$ cat src/hw/rtl/dpad_pkg.sv
`timescale 1ns / 1ps
// ----------------------------------------------------------------------------
// dpad_pkg: shared types and constants for the DMX phase-angle dimmer
// Beat payload structs, opcode and register codes, reset values.
// ----------------------------------------------------------------------------
package dpad_pkg;

    // Fixed field widths
    localparam int unsigned OPCODE_W = 2;
    localparam int unsigned WORD_W   = 9;
    localparam int unsigned GATE_W   = 6;
    localparam int unsigned SLOT_W   = 10;
    localparam int unsigned LEVEL_W  = 8;
    localparam int unsigned TIMER_W  = 16;
    localparam int unsigned APB_AW   = 4;
    localparam int unsigned APB_DW   = 32;

    // Opcodes
    localparam logic [OPCODE_W-1:0] OP_WORD       = 2'd0;
    localparam logic [OPCODE_W-1:0] OP_ZERO_CROSS = 2'd1;
    localparam logic [OPCODE_W-1:0] OP_TICK       = 2'd2;

    // Register indexes (byte address / 4)
    localparam logic [1:0] REG_ZC_DELAY    = 2'd0;
    localparam logic [1:0] REG_STEP_PERIOD = 2'd1;
    localparam logic [1:0] REG_PULSE_WIDTH = 2'd2;

    // Register reset values
    localparam logic [TIMER_W-1:0] ZC_DELAY_RST    = 16'd1248;
    localparam logic [TIMER_W-1:0] STEP_PERIOD_RST = 16'd18;
    localparam logic [TIMER_W-1:0] PULSE_WIDTH_RST = 16'd7;

    localparam logic [LEVEL_W-1:0] PHASE_START = 8'd255;
    localparam int unsigned        DATA_MARK_BIT = 8;

    typedef struct packed {
        logic [OPCODE_W-1:0] opcode;
        logic [WORD_W-1:0]   rx_word;
        logic                framing_error;
    } dpad_item_t;

    typedef struct packed {
        logic [GATE_W-1:0] gate_bits;
        logic              phase_running;
        logic [SLOT_W-1:0] slot_index;
    } dpad_result_t;

endpackage

$ cat src/hw/rtl/dmx_phase_angle_dimmer.sv
`timescale 1ns / 1ps
// ----------------------------------------------------------------------------
// dmx_phase_angle_dimmer: DMX512 slot decoder and phase-angle gate timer
// An accepted item beat passes the input register, then the result register,
// to become its result beat; result_stall can hold it between the two.
// Throughput: one item per cycle while result_stall does not hold; the single-pass
// state update between the two registers is what sets this figure.
// Reset (rst_n low, async): slot position, phase count, timers, flags, gates and
// channel levels clear; registers return to 1248 / 18 / 7.
// ----------------------------------------------------------------------------
module dmx_phase_angle_dimmer
    import dpad_pkg::*;
#(
    parameter int unsigned NUM_CHANNELS   = 6,
    parameter int unsigned UNIVERSE_SLOTS = 512
)
(
    input  logic                clk,
    input  logic                rst_n,
    // item channel
    input  logic                item_valid,
    output logic                item_stall,
    input  dpad_item_t          item,
    // result channel
    output logic                result_valid,
    input  logic                result_stall,
    output dpad_result_t        result,
    // APB-style register port
    input  logic                psel,
    input  logic                penable,
    input  logic                pwrite,
    input  logic [APB_AW-1:0]   paddr,
    input  logic [APB_DW-1:0]   pwdata,
    output logic [APB_DW-1:0]   prdata,
    output logic                pready
);

    // Slot position needs to hold UNIVERSE_SLOTS itself (saturated value).
    localparam int unsigned POS_W = $clog2(UNIVERSE_SLOTS + 1);
    // Gate vector widened so the visible six bits can always be selected.
    localparam int unsigned GW    = (NUM_CHANNELS > GATE_W) ? NUM_CHANNELS : GATE_W;
    localparam logic [POS_W-1:0] POS_MAX = POS_W'(UNIVERSE_SLOTS);

    // ------------------------------------------------------------------------
    // Register file. Writes must only arrive while the block is idle; the block does not enforce it.
    // ------------------------------------------------------------------------
    logic [TIMER_W-1:0] zc_delay_reg;
    logic [TIMER_W-1:0] step_period_reg;
    logic [TIMER_W-1:0] pulse_width_reg;
    logic               cfg_write;
    logic [1:0]         cfg_index;

    assign pready    = 1'b1;
    assign cfg_index = paddr[3:2];
    assign cfg_write = psel && penable && pwrite && pready;

    always_ff @(posedge clk or negedge rst_n)
    begin
        if (!rst_n)
        begin
            zc_delay_reg    <= ZC_DELAY_RST;
            step_period_reg <= STEP_PERIOD_RST;
            pulse_width_reg <= PULSE_WIDTH_RST;
        end
        else if (cfg_write)
        begin
            unique case (cfg_index)
                REG_ZC_DELAY:    zc_delay_reg    <= pwdata[TIMER_W-1:0];
                REG_STEP_PERIOD: step_period_reg <= pwdata[TIMER_W-1:0];
                REG_PULSE_WIDTH: pulse_width_reg <= pwdata[TIMER_W-1:0];
                default:         ;  // unmapped: write ignored
            endcase
        end
    end

    always_comb
    begin
        unique case (cfg_index)
            REG_ZC_DELAY:    prdata = APB_DW'(zc_delay_reg);
            REG_STEP_PERIOD: prdata = APB_DW'(step_period_reg);
            REG_PULSE_WIDTH: prdata = APB_DW'(pulse_width_reg);
            default:         prdata = '0;
        endcase
    end

    // ------------------------------------------------------------------------
    // Beat flow: input register -> single-pass update -> result register.
    // The result register frees up whenever it is empty or being taken, so a
    // new item enters every cycle unless the result side stalls.
    // ------------------------------------------------------------------------
    logic         in_valid_reg;
    dpad_item_t   in_reg;
    logic         result_valid_reg;
    dpad_result_t result_reg;
    dpad_result_t result_next;
    logic         out_free;
    logic         advance;
    logic         accept;

    assign out_free     = !result_valid_reg || !result_stall;
    assign advance      = in_valid_reg && out_free;
    assign item_stall   = in_valid_reg && !out_free;
    assign accept       = item_valid && !item_stall;
    assign result_valid = result_valid_reg;
    assign result       = result_reg;

    always_ff @(posedge clk or negedge rst_n)
    begin
        if (!rst_n)
        begin
            in_valid_reg     <= 1'b0;
            result_valid_reg <= 1'b0;
        end
        else
        begin
            if (accept)
            begin
                in_valid_reg <= 1'b1;
            end
            else if (advance)
            begin
                in_valid_reg <= 1'b0;
            end

            if (advance)
            begin
                result_valid_reg <= 1'b1;
            end
            else if (!result_stall)
            begin
                result_valid_reg <= 1'b0;
            end
        end
    end

    always_ff @(posedge clk)
    begin
        if (accept)
        begin
            in_reg <= item;
        end
        if (advance)
        begin
            result_reg <= result_next;
        end
    end

    // ------------------------------------------------------------------------
    // Dimmer state
    // ------------------------------------------------------------------------
    logic [LEVEL_W-1:0]      level_reg [NUM_CHANNELS];
    logic [POS_W-1:0]        pos_reg,         pos_next;
    logic [LEVEL_W-1:0]      phase_reg,       phase_next;
    logic [TIMER_W-1:0]      step_timer_reg,  step_timer_next;
    logic [TIMER_W-1:0]      pulse_timer_reg, pulse_timer_next;
    logic                    running_reg,     running_next;
    logic                    pulse_reg,       pulse_next;
    logic [NUM_CHANNELS-1:0] gate_reg,        gate_next;
    logic [NUM_CHANNELS-1:0] level_match;
    logic [NUM_CHANNELS-1:0] level_we;
    logic [GW-1:0]           gate_wide;
    logic                    data_ok;

    // Gates whose level equals the current countdown value.
    always_comb
    begin
        for (int ch = 0; ch < NUM_CHANNELS; ch++)
        begin
            level_match[ch] = (level_reg[ch] == phase_reg);
        end
    end

    // A data word that is actually stored and advances the position.
    assign data_ok = (in_reg.opcode == OP_WORD) && !in_reg.framing_error
                     && in_reg.rx_word[DATA_MARK_BIT] && (pos_reg < POS_MAX);

    // Slot n (1..NUM_CHANNELS) lands in channel n-1.
    always_comb
    begin
        for (int ch = 0; ch < NUM_CHANNELS; ch++)
        begin
            level_we[ch] = data_ok && (SLOT_W'(pos_reg) == SLOT_W'(ch + 1));
        end
    end

    always_comb
    begin
        pos_next         = pos_reg;
        phase_next       = phase_reg;
        step_timer_next  = step_timer_reg;
        pulse_timer_next = pulse_timer_reg;
        running_next     = running_reg;
        pulse_next       = pulse_reg;
        gate_next        = gate_reg;

        unique case (in_reg.opcode)
            OP_WORD:
            begin
                // break or non-data word restarts the frame
                if (in_reg.framing_error || !in_reg.rx_word[DATA_MARK_BIT])
                begin
                    pos_next = '0;
                end
                else if (data_ok)
                begin
                    pos_next = pos_reg + POS_W'(1);
                end
            end
            OP_ZERO_CROSS:
            begin
                phase_next      = PHASE_START;
                running_next    = 1'b1;
                step_timer_next = zc_delay_reg;
            end
            OP_TICK:
            begin
                // pulse timer first: expiry drops every gate
                if (pulse_reg)
                begin
                    if (pulse_timer_reg <= TIMER_W'(1))
                    begin
                        pulse_timer_next = '0;
                        pulse_next       = 1'b0;
                        gate_next        = '0;
                    end
                    else
                    begin
                        pulse_timer_next = pulse_timer_reg - TIMER_W'(1);
                    end
                end
                // then the phase step timer
                if (running_reg)
                begin
                    if (step_timer_reg <= TIMER_W'(1))
                    begin
                        gate_next        = gate_next | level_match;
                        pulse_next       = 1'b1;
                        pulse_timer_next = pulse_width_reg;
                        step_timer_next  = step_period_reg;
                        phase_next       = phase_reg - LEVEL_W'(1);
                        if (phase_next == '0)
                        begin
                            running_next = 1'b0;
                        end
                    end
                    else
                    begin
                        step_timer_next = step_timer_reg - TIMER_W'(1);
                    end
                end
            end
            default: ;  // unused opcode: state holds, result reports it
        endcase

        gate_wide                 = GW'(gate_next);
        result_next.gate_bits     = gate_wide[GATE_W-1:0];
        result_next.phase_running = running_next;
        result_next.slot_index    = SLOT_W'(pos_next);
    end

    always_ff @(posedge clk or negedge rst_n)
    begin
        if (!rst_n)
        begin
            pos_reg         <= '0;
            phase_reg       <= '0;
            step_timer_reg  <= '0;
            pulse_timer_reg <= '0;
            running_reg     <= 1'b0;
            pulse_reg       <= 1'b0;
            gate_reg        <= '0;
            for (int ch = 0; ch < NUM_CHANNELS; ch++)
            begin
                level_reg[ch] <= '0;
            end
        end
        else if (advance)
        begin
            pos_reg         <= pos_next;
            phase_reg       <= phase_next;
            step_timer_reg  <= step_timer_next;
            pulse_timer_reg <= pulse_timer_next;
            running_reg     <= running_next;
            pulse_reg       <= pulse_next;
            gate_reg        <= gate_next;
            for (int ch = 0; ch < NUM_CHANNELS; ch++)
            begin
                if (level_we[ch])
                begin
                    level_reg[ch] <= in_reg.rx_word[LEVEL_W-1:0];
                end
            end
        end
    end

endmodule

$ cat config.mk
export PLATFORM = sky130hd
export DESIGN_NAME = dmx_phase_angle_dimmer
export DESIGN_NICKNAME = d
export VERILOG_FILES = /design/src/hw/rtl/dpad_pkg.sv /design/src/hw/rtl/dmx_phase_angle_dimmer.sv
export SDC_FILE = /design/constraint.sdc
export NUM_CORES = 1
export LEC_CHECK = 0
export ABC_AREA = 1
export BUFFER_PORTS_ARGS = -buffer_cell sky130_fd_sc_hd__buf_2
export CORE_MARGIN = 4
export CORE_UTILIZATION = 35
export CTS_CLUSTER_DIAMETER = 150
export DETAILED_ROUTE_END_ITERATION = 12
export PLACE_DENSITY_LB_ADDON = 0.1
export SYNTH_ARGS = -nofsm -noshare
export SYNTH_HDL_FRONTEND = slang
export SYNTH_SLANG_ARGS = --single-unit
$ cat constraint.sdc
create_clock -name clk -period 3.8 [get_ports clk]
set_input_delay 0.38 -clock clk [delete_from_list [all_inputs] [get_ports clk]]
set_output_delay 0.38 -clock clk [all_outputs]
set_load 0.05 [all_outputs]
Word level (Yosys, flattened, before mapping)
Index checks and enable logic that the tools add are counted.

Register bits: 185. Input port bits: 55. Output and inout bits: 52. Word-level logic and storage cells: 122.

Add/sub/neg operators: 4. Order comparisons: 3. Eq/ne operators: 19. Multiplexer cells: 32. Bitwise gates (word level): 1. Reductions and logical operators: 39.

Operator list (count): 16-bit 2-to-1 mux (6); 8-bit equality test (6); 16-bit case mux with 3 select lines (1); 6-bit 2-to-1 mux (6); 16-bit by 1-bit <= comparator with 1-bit output, second input constant (2); 16-bit case mux with 2 select lines (1); 16-bit by 1-bit subtractor with 16-bit output, second input constant (2); 10-bit by 3-bit equality test with 1-bit output, second input constant (3); 10-bit 2-to-1 mux (3); 10-bit by 2-bit equality test with 1-bit output, second input constant (2); 2-bit AND reduction (10); 8-bit 2-to-1 mux (2); 8-bit case mux with 2 select lines (1); 1-bit logical AND (14); 1-bit 2-to-1 mux (11); 10-bit by 1-bit adder with 10-bit output, second input constant (1); 10-bit by 1-bit equality test with 1-bit output, second input constant (1); 10-bit < comparator, second input constant (1); 8-bit zero test (1); 8-bit by 1-bit subtractor with 8-bit output, second input constant (1); 1-bit zero test (6); 6-bit bitwise OR (1); 2-bit by 1-bit equality test with 1-bit output, second input constant (2); 2-bit equality test, second input constant (2); 8 further kinds (12).

Depth between registers and ports, before layout
Depth after elaboration: 8. Depth in mapped cells: 13. Mapped depth without buffers: 13.

Least setup slack after synthesis
No wires, ideal clock.

Path type: register -> register. Start: reg result_valid_reg (netlist: result_valid). End: reg in_reg[0] (netlist bit) (enable). Setup time: 0.294 ns. Arrival: 1.851 ns. Data required time: 3.506 ns. Setup slack: 1.656 ns. Cell stages (with the launch flop): 6. Path buffers: 0. Clock period less this slack: 2.144 ns. Path through: dfrtp_1 > nand2_1 > nor2_1 > inv_1 > nand2_1 > inv_1.

Word-level cells in the longest chain between the ends: 6.

RTL lines: start, declared (RTL line dmx_phase_angle_dimmer.sv:93) `logic result_valid_reg;`; start signal, assigned (RTL line dmx_phase_angle_dimmer.sv:112) `result_valid_reg <= 1'b0;`; start signal, assigned (RTL line dmx_phase_angle_dimmer.sv:127) `result_valid_reg <= 1'b1;`; start signal, assigned (RTL line dmx_phase_angle_dimmer.sv:131) `result_valid_reg <= 1'b0;`; 1-bit zero test (RTL line dmx_phase_angle_dimmer.sv:100) `assign out_free = !result_valid_reg || !result_stall;`; 1-bit logical OR (RTL line dmx_phase_angle_dimmer.sv:100); 1-bit zero test (RTL line dmx_phase_angle_dimmer.sv:102) `assign item_stall = in_valid_reg && !out_free;`; 1-bit logical AND (RTL line dmx_phase_angle_dimmer.sv:102); net item_stall (RTL line dmx_phase_angle_dimmer.sv:22) `output logic item_stall,`; 1-bit zero test (RTL line dmx_phase_angle_dimmer.sv:103) `assign accept = item_valid && !item_stall;`; 1-bit logical AND (RTL line dmx_phase_angle_dimmer.sv:103); net accept (RTL line dmx_phase_angle_dimmer.sv:98) `logic accept;`; end signal, assigned (RTL line dmx_phase_angle_dimmer.sv:140) `in_reg <= item;`; end, declared (RTL line dmx_phase_angle_dimmer.sv:92) `dpad_item_t in_reg;`.

The timed path passes the listed nets, and every way through them passes these cells. A chain may end at the register's enable or synchronous reset.

Worst setup path in the final report
Start: reg in_reg[10] (netlist bit). End: reg pulse_timer_reg[12].

Word-level cells in the longest chain between the ends: 2.

RTL lines: 2-bit equality test (RTL line dmx_phase_angle_dimmer.sv:196) `unique case (in_reg.opcode)`; 2-bit AND reduction (no line); end signal, assigned (RTL line dmx_phase_angle_dimmer.sv:282) `pulse_timer_reg <= pulse_timer_next;`; end, declared (RTL line dmx_phase_angle_dimmer.sv:155) `logic [TIMER_W-1:0] pulse_timer_reg, pulse_timer_next;`.

Every way passes these cells.

==> results by group <==
Floorplan
  • Die area: around 31000 um2
  • Core area: 27800 um2
  • Initial core utilization: 35.4%
  • Die height: around 180 um
  • Die X: roughly 180 um
  • Io pins: ~110
  • Num rows: slightly above 60

Finish
  • # diodes: 0
  • Share of layout cells above drive strength 1: approximately an eighth
  • Register Area: around 4800 um2
  • Max FFs per register: 48
  • Finished Layout Cells: ~1600
  • Area grow syn2layout: 11.9%
  • Multi-input gate area: ~4200 um2
  • Fillers: between 2000 and 3000
  • Final Net Count: between 1000 and 1500
  • Most frequent cells in the layout: nand2_1, dfrtp_1, inv_1
  • Commonest non-fill, non-tap cell in the layout: nand2_1

Worst setup path
  • Cell family with most CP delay: simple AND/OR/NAND/NOR gates
  • Setup CP Type: reg2reg
  • Critical Path AT: about 2.7 ns
  • CP max stage delay: slightly above 0.4 ns
  • Element type at the critical path end: flop
  • CP Launch Type: flop
  • R2R Setup Slk: 1.40 ns
  • Slowest CP cell: nor2_4
  • Data required time at the worst endpoint: slightly above 4 ns
  • FF-to-FF path depth: 9
  • CP Cell Sequence: inv_1, ha_1, buf_4, inv_2, nor2_4, inv_2, nor2_1, nand2_1, o221ai_1
  • Stages on worst setup path: 9
  • Reg2reg end: pulse_timer_reg[12]$_DFFE_PN0P_
  • Worst Path Buf+Inv: 4
  • Max FO, Critical Path: 32
  • Reg2Reg Launch Point: in_reg[10]$_DFFE_PP_
  • Most used cell, CP: inv_2

Synthesis
  • Yosys reg bits: approximately 190
  • Cell taking the most area after synthesis: dfrtp_1
  • Number of synthesized flops with an enable pin: 29
  • Main synth FF type: dfrtp_1
  • Seq/Total Area, Yosys: between 40% and 50%
  • Syn_area_per_cell: roughly 8.3 um2
  • Synth area leaders: dfrtp_1, nand2_1, edfxtp_1, inv_1, o21ai_0
  • FFs w/ async S/R, synth: a little over four fifths
  • Synth top area share: approximately 37%
  • Synth cell types: between 50 and 60
  • Area of the mapped netlist: slightly below 10000 um2
  • Synth Instances: between 1000 and 1500
  • Yosys warnings: 0

Power and ir drop
  • Switching part of the total: around 38%
  • Logic pwr share: between 20 and 30%
  • Power Dens Cells: 573 nW/um2
  • Final Power: ~6300 uW
  • Leak: around 0.0053 uW
  • Clock power share: ~28%
  • Worst vdd ir: between 0.2 and 0.3 mV
  • Sequential Power Share: between 40% and 50%
  • Cell internal pwr: ~3900 uW
  • Psw: about 2400 uW

Timing
  • Post-Route Skew: approximately 0.016 ns
  • Final setup vio count: 0
  • Fin Setup TNS: 0 ns
  • Worst Tran Pin Value: ~0.99 ns
  • Max Fclk: approximately 0.42 GHz
  • Unrepaired setup endpoints after global routing: false
  • Final worst-path cycle share: between 60% and 70%
  • Max transition margin: 34.0%
  • Final Max Slew Viols: 0
  • Hold Vio Cnt, Final: 0
  • Crit path time final: 2.40 ns

Detailed routing
  • Drt initial violations: ~430
  • DRC: 0
  • TritonRoute pass-1 iters: 4
  • Vias: 7779
  • Via density per instance: around 4.7
  • Post-Route WL: 25.5 mm
  • Final antenna-violating net count: 0
  • DR WL/cell: approximately 16 um

Placed design
  • Final Wtd Congestion: about 0.82
  • Detailed Place HPWL: 18.4 mm
  • Port Buffers: roughly 70
  • Cell count after placement: between 1500 and 2000

Global route
  • GRT Residual Overflow: 0
  • Pin count of the biggest net entering global routing: 67
  • Initial antenna violation count: 0
  • GRT Total Usage: between 15 and 20%
  • Global-route wire length before repair: between 40 and 50 mm
  • Vias in the first global route: approximately 7500

Clocking
  • Post-CTS sizing: 0
  • CTS Sinks: between 150 and 200
  • Clock transition at the registers of the reported paths: 0.07 ns
  • Worst skew pair latency: roughly 0.44 ns
  • H-tree levels: 4
  • CTS max path bufs: 2
  • CTS tree: yes
  • Num CTS Buffers: 17
  • Clock root buffer: clkbuf_16

Outcome
  • Outcome: completed

Worst hold path
  • Hold path cells: 1
  • Worst Min Path Start: item[4]
  • Hold endpoint: in_reg[4]$_DFFE_PP_
  • HP Class: in2reg

Run
  • Max Cap Viol: 0
[through the flow]
stage / instance area (um2) / hold slack (ns) / utilization, % / setup slack (ns)
after floorplan: 9900 / 0.0844 / - / 1.66
after global placement: 10500 / 0.444 / 37.6 / 1.35
after detailed placement: 10500 / 0.443 / 37.6 / 1.37
after CTS: 11000 / 0.0920 / 39.7 / 1.36
after global routing: 11000 / 0.0905 / 39.7 / 1.11
final: 11000 / 0.113 / 39.7 / 1.40
[worst max path at each step]
stage | startpoint | endpoint | slack [ns]
6_report | in_reg[10]$_DFFE_PP_ | pulse_timer_reg[12]$_DFFE_PN0P_ | 1.40
4_1_cts | in_reg[10]$_DFFE_PP_ | step_timer_reg[0]$_DFFE_PN0P_ | 1.36
5_1_grt | in_reg[10]$_DFFE_PP_ | pulse_timer_reg[3]$_DFFE_PN0P_ | 1.11
3_5_place_dp | paddr[3] | step_period_reg[15]$_DFFE_PN0P_ | 1.37
2_1_floorplan | result_valid$_DFFE_PN0P_ | in_reg[0]$_DFFE_PP_ | 1.66
3_3_place_gp | paddr[3] | step_period_reg[15]$_DFFE_PN0P_ | 1.35
[power by group through the flow]
stage,Sequential (uW),Clock (uW),Combinational [uW]
3_5_place_dp,2860,0,1750
2_1_floorplan,2800,0,1310
5_1_grt,2880,1890,1980
4_1_cts,2820,1820,1760
3_3_place_gp,2860,0,1730
6_report,2820,1760,1740
[cell usage after synthesis (3+ instances only)]
library cell,count
a21oi_1,51
a31oi_1,5
buf_2,15
buf_4,17
buf_6,7
clkbuf_1,15
dfrtp_1,147
dfstp_2,9
edfxtp_1,29
ha_1,13
inv_1,138
inv_2,8
mux2i_1,4
nand2_1,284
nand2_2,6
nand3_1,48
nand3b_1,4
nand4_1,14
nand4_2,3
nor2_1,115
nor2_2,6
nor2_4,6
nor3_1,6
o211ai_1,18
o21ai_0,98
o21ai_1,25
o21ai_2,8
o221ai_1,8
o22ai_1,13
xnor2_1,19
xor2_1,25
[kinds of logic after synthesis]
logic type / share of synthesized area, %
compound gates: 13.6
xor+xnor: 3.92
fa+ha+maj: 1.65
buf+inv: 9.11
flops: 48.6
mux: 0.407
other cells: 0.0763
simple gates: 22.6
[metal layers]
layer	part of all wire (%)	wire length [um]	vias to the layer above	global-route usage (%)
met2	45	11600	135	26.8
li1	-	-	3952	-
met3	3.3	836	14	2.50
met5	0	0	-	0
met4	0.76	193	0	3.61
met1	51	12900	3678	25.0
[final cells by class]
cell class | count | share of cell area (%)
sequential | 185 | 43.4
multi-input combinational | 818 | 38.3
inverter | 148 | 5.04
tap | 378 | 4.29
clock buffer | 19 | 4.12
timing repair buffer | 78 | 3.89
clock inverter | 13 | 0.954
[what timing repair did]
item | CTS | global route
hold buffers | 1 | 0
setup buffers | 0 | 0
hold endpoints to repair | 58 | 0
[worst reg2reg max path: cells and delay by family (launching register included)]
family,cells,cell delay [ns]
buf+inv,4,0.77
flops,1,0.40
compound gates,1,0.09
simple gates,3,0.88
fa+ha+maj,1,0.18
(Power assumes the default switching activity.)
